==> src/rtl/lqh_pkg.sv <==
`default_nettype none
package lqh_pkg;

    localparam int KEY_W    = 31;
    localparam int SIZE_W   = 11;
    localparam int SLOT_W   = 10;
    localparam int STATUS_W = 3;
    localparam int OP_W     = 2;

    localparam logic [SIZE_W-1:0] SIZE_RESET = 11'd1021;
    localparam logic [SIZE_W-1:0] SIZE_MIN   = 11'd2;

    localparam logic [OP_W-1:0] OP_INSERT = 2'd0;
    localparam logic [OP_W-1:0] OP_LOOKUP = 2'd1;
    localparam logic [OP_W-1:0] OP_CLEAR  = 2'd2;

    localparam logic [STATUS_W-1:0] ST_INSERTED = 3'd0;
    localparam logic [STATUS_W-1:0] ST_FULL     = 3'd1;
    localparam logic [STATUS_W-1:0] ST_FOUND    = 3'd2;
    localparam logic [STATUS_W-1:0] ST_MISSING  = 3'd3;
    localparam logic [STATUS_W-1:0] ST_CLEARED  = 3'd4;

    typedef struct packed {
        logic [OP_W-1:0]  opcode;
        logic [KEY_W-1:0] key;
    } request_t;

    typedef struct packed {
        logic [STATUS_W-1:0] status;
        logic [SLOT_W-1:0]   slot_index;
        logic [SIZE_W-1:0]   probe_count;
    } result_t;

    // classified command between front and back
    typedef struct packed {
        logic [OP_W-1:0]   opcode;
        logic [KEY_W-1:0]  key;
        logic [SIZE_W-1:0] home;
        logic [SIZE_W-1:0] step;
    } cmd_t;

endpackage
`default_nettype wire

==> src/rtl/lqh_queue.sv <==
`default_nettype none
module lqh_queue (
    input  wire logic          clk,
    input  wire logic          rst_n,
    input  wire logic          push,
    input  wire lqh_pkg::cmd_t wdata,
    output logic               full,
    input  wire logic          pop,
    output lqh_pkg::cmd_t      rdata,
    output logic               empty
);
    import lqh_pkg::*;

    cmd_t       data_reg [2];
    logic       wptr_reg;
    logic       rptr_reg;
    logic [1:0] count_reg;
    logic       do_push;
    logic       do_pop;

    assign full    = (count_reg == 2'd2);
    assign empty   = (count_reg == 2'd0);
    assign rdata   = data_reg[rptr_reg];
    assign do_push = push && !full;
    assign do_pop  = pop && !empty;

    // two entry command buffer
    always_ff @(posedge clk or negedge rst_n)
    begin
        if (!rst_n)
        begin
            wptr_reg  <= 1'b0;
            rptr_reg  <= 1'b0;
            count_reg <= 2'd0;
        end
        else
        begin
            if (do_push)
            begin
                data_reg[wptr_reg] <= wdata;
                wptr_reg           <= !wptr_reg;
            end
            if (do_pop)
            begin
                rptr_reg <= !rptr_reg;
            end
            count_reg <= count_reg + {1'b0, do_push} - {1'b0, do_pop};
        end
    end

endmodule
`default_nettype wire

==> config.mk <==
export PLATFORM = sky130hd
export DESIGN_NAME = lqh_queue
export DESIGN_NICKNAME = d
export VERILOG_FILES = /design/src/rtl/lqh_pkg.sv /design/src/rtl/lqh_queue.sv
export SDC_FILE = /design/constraint.sdc
export NUM_CORES = 1
export LEC_CHECK = 0
export BUFFER_PORTS_ARGS = -buffer_cell sky130_fd_sc_hd__buf_4
export CAP_MARGIN = 20
export CORE_ASPECT_RATIO = 1.75
export CORE_MARGIN = 1.5
export CORE_UTILIZATION = 35
export DETAILED_ROUTE_END_ITERATION = 8
export GPL_TIMING_DRIVEN = 0
export HOLD_SLACK_MARGIN = 0.12
export PLACE_DENSITY = 0.55
export SYNTH_ARGS = -nofsm -noshare
export SYNTH_HDL_FRONTEND = slang
export SYNTH_SLANG_ARGS = --single-unit
==> constraint.sdc <==
create_clock -name clk -period 5.58 [get_ports clk]
set_input_delay 1.116 -clock clk [delete_from_list [all_inputs] [get_ports clk]]
set_output_delay 1.116 -clock clk [all_outputs]
set_load 0.005 [all_outputs]
After elaboration in Yosys (flattened, before gate mapping)
Memory sizes are Yosys's and may differ from the RTL's.
Cells that the tools add are included.
Storage, ports and cells
  output and inout bits: 57
  bits in writable memories: 110
  memories kept: 1
  input port bits: 59
  register bits: 4
  logic and storage cells: 17
Operators by class
  add/subtract/negate cells: 2
  equal/unequal tests: 1
  multiplexer cells: 2
  reduce and logical (&&, ||, !) cells: 8
Memories
  data_reg: words 2, width 55, read ports 1, clocked after memory_dff 0, wr ports 1, line lqh_queue.sv:14  | cmd_t data_reg [2];
Operators by type and width (count)
  1-bit zero test: 4
  1-bit logical AND: 3
  2-bit by 1-bit adder with 2-bit output: 1
  2-bit equality test (second input constant): 1
  2-bit zero test: 1
  1-bit 2-to-1 mux: 2
  2-bit by 1-bit subtractor with 2-bit output: 1

Longest topological paths before layout
  depth in word-level cells: 6
  mapped depth: 7
  depth with buffers taken out: 7

Worst setup path before layout
OpenSTA, ideal clock, no wires.
  path type: input-to-reg
  start point: input port push
  end point: memory data_reg[0][0] (netlist bit) (enable)
  library setup time: 0.547 ns
  stages on the path: 2
  data arrival time: 5.264 ns
  data required time: 5.033 ns
  path slack: -0.231 ns
  cells stage by stage: nand2_1 > nor3b_1
Between the ends
  cells in the longest elaborated chain, start to end: 4
RTL lines
  from (decl): line lqh_queue.sv:5  | input wire logic push,
  1-bit logical AND: line lqh_queue.sv:24  | assign do_push = push && !full;
  1-bit 2-to-1 mux: line lqh_queue.sv:38  | if (do_push)
  1-bit logical AND (not written as such): line lqh_queue.sv:40  | data_reg[wptr_reg] <= wdata;
  1-bit 2-to-1 mux (not written as such): line lqh_queue.sv:40
  to (decl): line lqh_queue.sv:14
Every way passes these cells.

==> impl_metrics.env <==
export IMPL_route_detailed_wl_per_inst_um=15.4
export IMPL_share_of_the_cycle_needed_by_the_critical_path_after_routing_pct=48.3
export IMPL_floorplan_io_pins=116
export IMPL_yosys_warnings=0
export IMPL_multi_input_comb_area_um2=880
export IMPL_grt_met2_usage_pct=22.6
export IMPL_detailroute_via_count=2195
export IMPL_fraction_of_layout_instances_using_a_drive_strength_above_1_pct=61.5
export IMPL_globalRoute_totalOverflow=0
export IMPL_leakage_nw=2.41
export IMPL_synth_flop_cell="edfxtp_1"
export IMPL_dieWidth_um=87.2
export IMPL_via_count_of_the_first_global_routing_pass=2356
export IMPL_setup_slack_ps=2880
export IMPL_number_of_buffers_created_by_cts=17
export IMPL_insertion_delay_ps=400
export IMPL_avgViaCountPerCell=4.36
export IMPL_number_of_design_rule_violations_left_after_detail_routing=0
export IMPL_number_of_max_cap_violations=0
export IMPL_ys_top_cells_by_count="110 x edfxtp_1, 40 x mux2_4, 15 x mux2_2"
export IMPL_ctsLongestPathBuffers=2
export IMPL_fin_worst_hold_slack_ps=507
export IMPL_seqCellArea_mm2=0.00340
export IMPL_cp_data_arrival_time_ps=1580
export IMPL_grt_max_degree=56
export IMPL_ctsResizeCount=0
export IMPL_initialDrtViolationCount=60
export IMPL_synth_seq_area_share_pct=78.5
export IMPL_initial_standard_cell_utilization_of_the_core_pct=35.9
export IMPL_power_density_mw_per_mm2=497
export IMPL_design_die_area_mm2=0.0131
export IMPL_detailedPlace_worstSlack_ps=2800
export IMPL_antenna_violations_before_repair=0
export IMPL_syn_instance_count=189
export IMPL_start_kind="flop"
export IMPL_clock_skew_ps=6.13
export IMPL_yosys_area_share_adder_pct=0.577
export IMPL_setup_tns_final_ps=0
export IMPL_rsz0062_at_grt="false"
export IMPL_synth_avg_cell_area_um2=23.0
export IMPL_grt_use_total_pct=12.5
export IMPL_fmaxAchievable_mhz=371
export IMPL_max_rail_drop_vdd_mv=0.244
export IMPL_synth_top_cell_area_share_pct=76.1
export IMPL_final_max_slew_viol_count=0
export IMPL_antenna_diode_count=0
export IMPL_groute_layer_met1_usage_pct=11.7
export IMPL_fp_coreArea_mm2=0.0121
export IMPL_internal_power_mw=2.31
export IMPL_timing_max_slew_rel_slack_pct=39.1
export IMPL_synthSimpleGateAreaFrac_pct=0.836
export IMPL_power_frac_seq_pct=36.5
export IMPL_synth_distinct_cells=16
export IMPL_synth_edff_count=110
export IMPL_power_switching_share_pct=23.6
export IMPL_post_synth_main_area_contributors="edfxtp_1 76%, mux2_4 14%, mux2_2 3.9%"
export IMPL_end_kind="output pin"
export IMPL_ctsHtreeMaxLevel=4
export IMPL_synth_async_reset_ratio_pct=3.51
export IMPL_synth_most_common_cell="edfxtp_1"
export IMPL_areaGrowthSynthToFinish_pct=40.4
export IMPL_total_standard_cell_area_after_synthesis_mm2=0.00434
export IMPL_ant_nets=0
export IMPL_dp_hpwl_um=5240
export IMPL_status="finished, final reports clean"
export IMPL_buffer_ports_inserted=115
export IMPL_ys_ff_latch=114
export IMPL_placer_congestion=0.665
export IMPL_die_height_um=150
export IMPL_yosys_area_share_xor_xnor_pct=0.808
export IMPL_largest_register_ffs=110
export IMPL_synth_compound_gate_area_share_pct=0
export IMPL_worst_setup_path_type="reg2out"
export IMPL_detail_route_wirelength_um=7740
export IMPL_clk_pin_slew_worst_paths_ps=50
export IMPL_net_switching_power_mw=0.716
export IMPL_grt_first_pass_wirelength_um=11600
export IMPL_hold_buffers=0
export IMPL_detail_route_first_pass_iterations=4
export IMPL_cts_tree="yes"
export IMPL_synth_top_family_by_area="multiplexers"
export IMPL_fillers=1081
export IMPL_hold_viol_final=0
export IMPL_critical_path_max_fanout=10
export IMPL_worst_slew_pin_transition_ps=913
export IMPL_cts_sinks=114
export IMPL_fp_row_count=53
export IMPL_synthMuxAreaShare_pct=17.7
export IMPL_clock_root_buffer="clkbuf_16"
export IMPL_totalPowerFinal_mw=3.03
export IMPL_synth_largest_area_cell="edfxtp_1"
export IMPL_grt_busiest_layer="met2"
export IMPL_finalWorstPathRequiredPeriod_ps=2700
export IMPL_cp_data_required_time_ps=4460
export IMPL_hold_path_class="in2async"
export IMPL_post_cts_setup_buffers=0
export IMPL_syn_nets=250
export IMPL_finalSetupViolations=0
export IMPL_grt_util_met3_pct=4.44
export IMPL_p_clk_share_pct=35.8
export IMPL_p_comb_share_pct=27.7
export IMPL_finish_net_count=387
==> final timing paths <==
path	end	cells after the start	slack [ps]	from
worst max register to register	data_reg[0][34]	4	3510	count_reg[0]
worst max-delay path	rdata[44]	4	2880	rptr_reg
worst min register to register	count_reg[1]	1	510	count_reg[1]
min in group clk	count_reg[1]	1	510	count_reg[1]
worst min-delay path	wptr_reg	1	510	rst_n
max in group asynchronous	rptr_reg	1	4960	rst_n
==> power groups by stage <==
stage	clock network, mW	registers (mW)	logic (mW)
after floorplan	0	1.12	0.486
after global placement	0	1.13	0.828
after detailed placement	0	1.12	0.860
after CTS	1.11	1.11	0.861
after global routing	1.14	1.12	0.903
final	1.09	1.10	0.838
==> stage by stage <==
| step | area, µm² | util (%) | instances |
|---|---|---|---|
| 3_5_place_dp | 5490 | 45.5 | 472 |
| 3_3_place_gp | 5410 | 44.8 | 469 |
| 6_report | 6090 | 50.4 | 503 |
| 2_1_floorplan | 4340 | - | 189 |
| 4_1_cts | 6090 | 50.4 | 503 |
| 5_1_grt | 6090 | 50.4 | 503 |
==> per-layer routing <==
layer / up-vias / share of wire (%)
met3: 10 / 4.6
met1: 1099 / 34
met2: 66 / 59
met4: 0 / 1.8
li1: 1020 / -
met5: - / 0
==> worst max-delay path: stages (launching register included) <==
cell and delay, ps:
dfrtp_1 350, buf_6 170, buf_6 200, mux2_4 310, buf_4 150
==> cell families after synthesis <==
| group | count (synthesis) |
|---|---|
| xor+xnor | 4 |
| fa+ha+maj | 2 |
| buf+inv | 8 |
| flops | 114 |
| mux | 55 |
| simple gates | 6 |
==> final cells by class <==
class,count,area share [%]
Buffer,6,1.01
Clock buffer,18,7.05
Clock inverter,13,2.75
Inverter,2,0.123
Multi-Input combinational cell,67,14.4
Sequential cell,114,55.9
Tap cell,165,3.39
Timing Repair Buffer,118,15.3
==> layout by cell type, fill, tap and decap left out <==
cell,n
buf_2,1
clkinv_2,4
buf_8,1
mux2_4,40
dfrtp_1,4
inv_1,2
and4_4,1
ha_1,2
clkbuf_16,17
clkinvlp_4,1
nor2b_1,1
clkinv_4,1
buf_16,2
xor2_1,1
xnor2_1,3
buf_4,115
edfxtp_1,110
nand2b_1,1
mux2_2,15
buf_6,5
nand2_1,1
bufinv_16,4
nor3b_4,1
clkinv_1,3
clkbuf_1,1
nor2_1,1
No activity file was read; power rests on OpenSTA's default activity.
