**config.mk**
```make
export PLATFORM = sky130hd
export DESIGN_NAME = lqh_front
export DESIGN_NICKNAME = d
export VERILOG_FILES = /design/src/rtl/lqh_pkg.sv /design/src/rtl/lqh_front.sv
export SDC_FILE = /design/constraint.sdc
export NUM_CORES = 1
export LEC_CHECK = 0
export BUFFER_PORTS_ARGS = -buffer_cell sky130_fd_sc_hd__buf_2
export CAP_MARGIN = 40
export CORE_UTILIZATION = 45
export DETAILED_ROUTE_END_ITERATION = 7
export GPL_TIMING_DRIVEN = 0
export MAX_ROUTING_LAYER = met4
export PLACE_DENSITY_LB_ADDON = 0.05
export SLEW_MARGIN = 20
export SYNTH_ARGS = -nofsm -noshare
export SYNTH_HDL_FRONTEND = slang
export SYNTH_SLANG_ARGS = --single-unit
```
**constraint.sdc**
```tcl
create_clock -name clk -period 9.1 [get_ports clk]
set_input_delay 1.82 -clock clk [delete_from_list [all_inputs] [get_ports clk]]
set_output_delay 1.82 -clock clk [all_outputs]
set_load 0.05 [all_outputs]
```
**src/rtl/lqh_pkg.sv**
```systemverilog
`default_nettype none
package lqh_pkg;

    localparam int KEY_W    = 31;
    localparam int SIZE_W   = 11;
    localparam int SLOT_W   = 10;
    localparam int STATUS_W = 3;
    localparam int OP_W     = 2;

    localparam logic [SIZE_W-1:0] SIZE_RESET = 11'd1021;
    localparam logic [SIZE_W-1:0] SIZE_MIN   = 11'd2;

    localparam logic [OP_W-1:0] OP_INSERT = 2'd0;
    localparam logic [OP_W-1:0] OP_LOOKUP = 2'd1;
    localparam logic [OP_W-1:0] OP_CLEAR  = 2'd2;

    localparam logic [STATUS_W-1:0] ST_INSERTED = 3'd0;
    localparam logic [STATUS_W-1:0] ST_FULL     = 3'd1;
    localparam logic [STATUS_W-1:0] ST_FOUND    = 3'd2;
    localparam logic [STATUS_W-1:0] ST_MISSING  = 3'd3;
    localparam logic [STATUS_W-1:0] ST_CLEARED  = 3'd4;

    typedef struct packed {
        logic [OP_W-1:0]  opcode;
        logic [KEY_W-1:0] key;
    } request_t;

    typedef struct packed {
        logic [STATUS_W-1:0] status;
        logic [SLOT_W-1:0]   slot_index;
        logic [SIZE_W-1:0]   probe_count;
    } result_t;

    // classified command between front and back
    typedef struct packed {
        logic [OP_W-1:0]   opcode;
        logic [KEY_W-1:0]  key;
        logic [SIZE_W-1:0] home;
        logic [SIZE_W-1:0] step;
    } cmd_t;

endpackage
`default_nettype wire

```
**src/rtl/lqh_front.sv**
```systemverilog
`default_nettype none
module lqh_front (
    input  wire logic                       clk,
    input  wire logic                       rst_n,
    input  wire logic [lqh_pkg::SIZE_W-1:0] n,
    input  wire logic                       push,
    input  wire lqh_pkg::request_t          request,
    output logic                            busy,
    output logic                            q_push,
    output lqh_pkg::cmd_t                   q_data,
    input  wire logic                       q_full
);
    import lqh_pkg::*;

    typedef enum logic [1:0] {S_IDLE, S_DIV1, S_DIV2, S_PUSH} state_t;

    localparam logic [4:0] DIV_LAST = 5'(KEY_W - 1);

    state_t            state_reg;
    cmd_t              cmd_reg;
    logic [KEY_W-1:0]  qd_reg;
    logic [SIZE_W-1:0] rem_reg;
    logic [4:0]        cnt_reg;
    logic [SIZE_W:0]   rem_sh;
    logic              ge;
    logic [SIZE_W:0]   rem_diff;
    logic [SIZE_W-1:0] rem_new;
    logic [KEY_W-1:0]  qd_new;

    // one restoring division step per cycle
    always_comb
    begin
        rem_sh   = {rem_reg, qd_reg[KEY_W-1]};
        ge       = (rem_sh >= {1'b0, n});
        rem_diff = rem_sh - {1'b0, n};
        rem_new  = ge ? rem_diff[SIZE_W-1:0] : rem_sh[SIZE_W-1:0];
        qd_new   = {qd_reg[KEY_W-2:0], ge};
    end

    assign busy   = (state_reg != S_IDLE);
    assign q_push = (state_reg == S_PUSH);
    assign q_data = cmd_reg;

    // home = key mod n, then step = (key div n) mod n, with a zero step forced to 1
    always_ff @(posedge clk or negedge rst_n)
    begin
        if (!rst_n)
        begin
            state_reg <= S_IDLE;
            cnt_reg   <= '0;
        end
        else
        begin
            unique case (state_reg)
                S_IDLE:
                begin
                    if (push)
                    begin
                        cmd_reg.opcode <= request.opcode;
                        cmd_reg.key    <= request.key;
                        cmd_reg.home   <= '0;
                        cmd_reg.step   <= '0;
                        qd_reg         <= request.key;
                        rem_reg        <= '0;
                        cnt_reg        <= '0;
                        if (request.opcode == OP_INSERT || request.opcode == OP_LOOKUP)
                        begin
                            state_reg <= S_DIV1;
                        end
                        else
                        begin
                            state_reg <= S_PUSH;
                        end
                    end
                end
                S_DIV1:
                begin
                    if (cnt_reg == DIV_LAST)
                    begin
                        cmd_reg.home <= rem_new;
                        qd_reg       <= qd_new;
                        rem_reg      <= '0;
                        cnt_reg      <= '0;
                        state_reg    <= S_DIV2;
                    end
                    else
                    begin
                        qd_reg  <= qd_new;
                        rem_reg <= rem_new;
                        cnt_reg <= cnt_reg + 5'd1;
                    end
                end
                S_DIV2:
                begin
                    if (cnt_reg == DIV_LAST)
                    begin
                        cmd_reg.step <= (rem_new == '0) ? SIZE_W'(1) : rem_new;
                        state_reg    <= S_PUSH;
                    end
                    else
                    begin
                        qd_reg  <= qd_new;
                        rem_reg <= rem_new;
                        cnt_reg <= cnt_reg + 5'd1;
                    end
                end
                S_PUSH:
                begin
                    if (!q_full)
                    begin
                        state_reg <= S_IDLE;
                    end
                end
                default:
                begin
                    state_reg <= S_IDLE;
                end
            endcase
        end
    end

endmodule
`default_nettype wire

```
# Yosys cells after proc, flatten, opt, wreduce, memory -nomap -nowiden
# Cells that the tools add are included.
dict set report word_totals {
  in_bits 48
  ff_bits 104
  wordCells 59
  out_inout_bits 57
}
dict set report classes {
  n_mux 24
  n_lt_le_gt_ge 1
  reduce_logical 14
  addsub 2
  n_eq_ne 10
}
# operator count
set op_table {}
lappend op_table {{$pmux 31 s3} 1}
lappend op_table {{$mux 11} 7}
lappend op_table {{$mux 31} 2}
lappend op_table {{$pmux 11 s2} 2}
lappend op_table {{$pmux 11 s3} 1}
lappend op_table {{$mux 22} 1}
lappend op_table {{$reduce_and 4->1} 4}
lappend op_table {{$mux 5} 3}
lappend op_table {{$pmux 5 s3} 1}
lappend op_table {{$ge 12x11->1} 1}
lappend op_table {{$logic_not 11->1} 1}
lappend op_table {{$sub 11x11->11} 1}
lappend op_table {{$mux 2} 5}
lappend op_table {{$ne 2x2->1 const B} 5}
lappend op_table {{$pmux 2 s4} 1}
lappend op_table {{$reduce_and 3->1} 2}
lappend op_table {{$reduce_bool 2->1} 3}
lappend op_table {{$add 5x1->5 const B} 1}
lappend op_table {{$eq 5x5->1 const B} 1}
lappend op_table {{$eq 2x1->1 const B} 2}
lappend op_table {{$eq 2x2->1 const B} 2}
lappend op_table {{$logic_not 2->1} 2}
lappend op_table {{$reduce_bool 3->1} 1}
lappend op_table {{$logic_or 1x1->1} 1}

# Longest topological paths before layout
dict set report logic_depth {
  word_depth 6
  ltp_mapped 11
  ltp_nobuf 10
}

# Least setup slack after synthesis
# No wires, ideal clock.
dict set report synth_path {
  path_type {input -> register}
  start {in n[0] (netlist bit)}
  end {reg cmd_reg (netlist bit q_data[0]), data pin}
  path_slack_ns 4.656
  cell_stages 9
  t_required_ns 8.934
  path_buffers 0
  t_arrival_ns 4.279
  setup_ns 0.166
  path_cell_list {ha_1 > fa_1 > nand2b_1 > a21oi_1 > mux2i_1 > nand2_1 > or4_1 > or4b_1 > o31ai_2}
}
dict set report synth_between {
  elab_chain_len 6
  elab_cells_between_ends 7
  classes_between {1 x add/sub; 1 x order compare; 4 x mux; 1 x reduce/logical}
}
# item line
set synth_rtl {}
lappend synth_rtl {{start: declaration} lqh_front.sv:5} ;# input wire logic [lqh_pkg::SIZE_W-1:0] n,
lappend synth_rtl {{$sub 11x11->11 / $ge 12x11->1 (equally long branches)} {lqh_front.sv:35, lqh_front.sv:34}}
lappend synth_rtl {{$mux 11 *} lqh_front.sv:36} ;# rem_new = ge ? rem_diff[SIZE_W-1:0] : rem_sh[SIZE_W-1:0];
lappend synth_rtl {{$logic_not 11->1} lqh_front.sv:97} ;# cmd_reg.step <= (rem_new == '0) ? SIZE_W'(1) : rem_new;
lappend synth_rtl {{$mux 11 *} lqh_front.sv:97}
lappend synth_rtl {{$mux 11 *} lqh_front.sv:95} ;# if (cnt_reg == DIV_LAST)
lappend synth_rtl {{$pmux 11 s2 *} lqh_front.sv:54} ;# unique case (state_reg)
lappend synth_rtl {{end: declaration} lqh_front.sv:20} ;# cmd_t cmd_reg;
# Every way passes the cells marked *; elsewhere a longest branch is shown, timed or not. The select of a mux whose other input is x is not followed.
# A chain may end at the register's enable or synchronous reset.

# Worst setup path after layout
# Ends and elaborated chain as after synthesis.

==> flow_metrics.env <==
export IMPL_gp_congestion=0.8093
export IMPL_dieWidth_um=104.4
export IMPL_grt_pass1_vias=2873
export IMPL_relSlewSlack=0.5244
export IMPL_vias=3071
export IMPL_critical_path_arrival_ns=4.66
export IMPL_drive_above_1_share=0.3701
export IMPL_cp_slowest_cell="or4_1"
export IMPL_worst_setup_path_type="primary input to flop"
export IMPL_die_area_sq_um=10890
export IMPL_finalPower_mw=2.008
export IMPL_timing_fmax_mhz=223.5
export IMPL_min_path_type="flop to flop"
export IMPL_crit_path_end_kind="flop"
export IMPL_syn_nets=403
export IMPL_worstMarginPinSlew_ns=0.7045
export IMPL_vdd_drop_max_mv=0.2136
export IMPL_largest_reg_flops=55
export IMPL_ys_ff_latch=104
export IMPL_diodes=0
export IMPL_clock_latency_ns=0.37
export IMPL_hold_buffers=0
export IMPL_synthesis_area_sq_um=4716
export IMPL_track_usage=0.1807
export IMPL_ys_seq_area_frac=0.6548
export IMPL_area_growth_pct=20.40
export IMPL_ant_nets=0
export IMPL_drt_pass1_iterations=4
export IMPL_drc=0
export IMPL_via_per_inst=5.135
export IMPL_cts_htree_levels=3
export IMPL_core_sq_um=10230
export IMPL_worstPathMaxFanout=4
export IMPL_crit_path_cell_trace="buf_2 > ha_1 > fa_1 > nand2b_1 > a21oi_1 > mux2i_1 > nand2_1 > or4_1 > or4b_1 > o31ai_2"
export IMPL_min_period_over_period=0.4917
export IMPL_ioPinCount=105
export IMPL_hpwl_mm=6.894
export IMPL_setup_viol=0
export IMPL_max_stage_delay_ns=0.51
export IMPL_post_cts_buffers=0
export IMPL_synth_warnings=0
export IMPL_dp_cells=582
export IMPL_fin_setup_tns_ns=0
export IMPL_period_needed_ns=4.474
export IMPL_antenna_found_initial=0
export IMPL_synth_edf_count=97
export IMPL_clock_skew_ns=0.01444
export IMPL_finalMaxSlewViolations=0
export IMPL_outcome="finished, final reports clean"
export IMPL_finalHoldViolCount=0
export IMPL_ctsLongestPathBuffers=2
export IMPL_cts_buffers=9
export IMPL_yosysUniqueCellTypes=45
export IMPL_syn_avg_cell_area_sq_um=13.99
export IMPL_grt_setup_unrepaired="no"
export IMPL_drt_iter0_drc=129
export IMPL_p_leak_nw=2.268
export IMPL_cts_root_buf="clkbuf_8"
export IMPL_grt_pass1_wl_mm=14.63
export IMPL_finalWirelength_mm=9.213
export IMPL_clk_pin_slew_ns=0.11
export IMPL_crit_required_ns=9.29
export IMPL_start_util=0.4609
export IMPL_cts_tree="built"
export IMPL_synth_async_sr_flop_share=0.06731
export IMPL_grt_max_degree=34
export IMPL_stdcell_count=598
export IMPL_rows=37
export IMPL_cts_sinks=104
export IMPL_placed_cell_area_sq_um=5493
export IMPL_wl_per_cell_um=15.41
export IMPL_cts_resized=0
export IMPL_synthCells=337
export IMPL_finish_net_count=523
export IMPL_fin_hold_ws_ns=0.4953
export IMPL_die_h_um=104.4
export IMPL_power_density_nw_per_um2=353.6
export IMPL_cap_violations=0
export IMPL_design_area_sq_um=5678
export IMPL_grt_overflow=0
export IMPL_synth_ff_type="edfxtp_1"
export IMPL_io_buffers=104
export IMPL_start_kind="primary input"
## final cells by class
cell class / count / area [sq um]
Timing Repair Buffer: 109 / 588.1
Buffer: 9 / 48.80
Clock buffer: 10 / 127.6
Clock inverter: 6 / 57.56
Fill cell: 876 / 4553
Sequential cell: 104 / 3088
Multi-Input combinational cell: 202 / 1515
Inverter: 22 / 82.58
Tap cell: 136 / 170.2
## Yosys cell counts, types with 2 or more instances
master | number | area [sq um]
xor2_1 | 2 | 17.52
nor2_1 | 34 | 127.6
o31ai_1 | 3 | 22.52
edfxtp_1 | 97 | 2913
xnor2_1 | 3 | 26.28
nor3_1 | 7 | 35.03
nor4_1 | 4 | 25.02
or2_2 | 2 | 12.51
a211oi_1 | 2 | 15.01
inv_1 | 22 | 82.58
a21oi_1 | 9 | 45.04
nand2_1 | 14 | 52.55
ha_1 | 17 | 212.7
and3_1 | 2 | 12.51
o21ai_1 | 2 | 10.01
nor2b_1 | 8 | 50.05
o21ai_0 | 14 | 70.07
dfrtp_1 | 7 | 175.2
mux2i_1 | 8 | 80.08
o311ai_0 | 2 | 17.52
and2_1 | 9 | 56.30
buf_6 | 2 | 22.52
mux2_2 | 34 | 382.9
clkbuf_1 | 7 | 26.28
or3_1 | 3 | 18.77
nand3_1 | 3 | 15.01
nand4_1 | 2 | 12.51
## logic make-up (layout without fill, tap and decap cells)
kind of cell	Yosys count	in the layout	synth area share
AO/OA/AOI/OAI	41	41	0.05678
XOR/XNOR	5	5	0.009288
adder cells (fa/ha/maj)	18	18	0.04935
buffers and inverters	31	156	0.02786
flip-flops	104	104	0.6548
multiplexers	42	42	0.09817
AND/OR/NAND/NOR	96	96	0.1037
## cells in the final DEF, fill, tap and decap left out, types with 3 or more instances in the layout
master,synthesis,routed
clkbuf_1,7,8
nor2_1,34,33
nand2_1,14,14
nor4_1,4,4
mux2i_1,8,8
ha_1,17,17
a21oi_1,9,9
nor2b_1,8,8
nor3_1,7,7
mux2_2,34,34
dfrtp_1,7,7
inv_1,22,22
buf_2,0,105
nand3_1,3,3
clkbuf_8,0,9
xnor2_1,3,3
or3_1,3,3
o31ai_1,3,3
edfxtp_1,97,97
o21ai_0,14,14
and2_1,9,9
## path summary, 6_finish.rpt
kind / start / to / slack (ns) / depth (start not counted)
setup / recovery: n[0] / q_data[0] / 4.63 / 10
hold / removal: cnt_reg[4] / cnt_reg[4] / 0.50 / 1
setup reg to reg: qd_reg[30] / q_data[0] / 5.73 / 10
hold reg to reg: cnt_reg[4] / cnt_reg[4] / 0.50 / 1
max in group asynchronous: rst_n / state_reg[1] / 7.64 / 1
min in group asynchronous: rst_n / cnt_reg[4] / 1.28 / 1
## per-stage QoR
| step | worst slack, ns | utilization |
|---|---|---|
| after floorplan | 4.656 | - |
| after global placement | 3.660 | 0.5284 |
| after detailed placement | 4.229 | 0.5369 |
| after CTS | 4.625 | 0.5550 |
| after global routing | 4.413 | 0.5550 |
| final | 4.626 | 0.5550 |
## power breakdown
| part | switching (mW) | total (mW) | internal, mW |
|---|---|---|---|
| Sequential | 0.0580 | 0.792 | 0.734 |
| Combinational | 0.597 | 0.943 | 0.346 |
| Clock | 0.166 | 0.272 | 0.107 |
| Total | 0.821 | 2.01 | 1.19 |
## routing by layer
| metal | part of all wire | routed length, um | vias to the layer above | GRT usage |
|---|---|---|---|---|
| li1 | - | - | 1497 | - |
| met2 | 0.45 | 4104 | 95 | 0.2687 |
| met5 | 0 | 0 | - | - |
| met4 | 0.012 | 114 | 0 | 0.04388 |
| met1 | 0.49 | 4484 | 1468 | 0.2462 |
| met3 | 0.055 | 510 | 11 | 0.05013 |
## critical path, delay by kind of cell
family          cells  cell delay, ns
buf+inv             1            0.10
fa+ha+maj           2            0.66
mux                 1            0.22
compound gates      2            0.56
simple gates        4            1.29
Power figures use the tool's default switching activity.
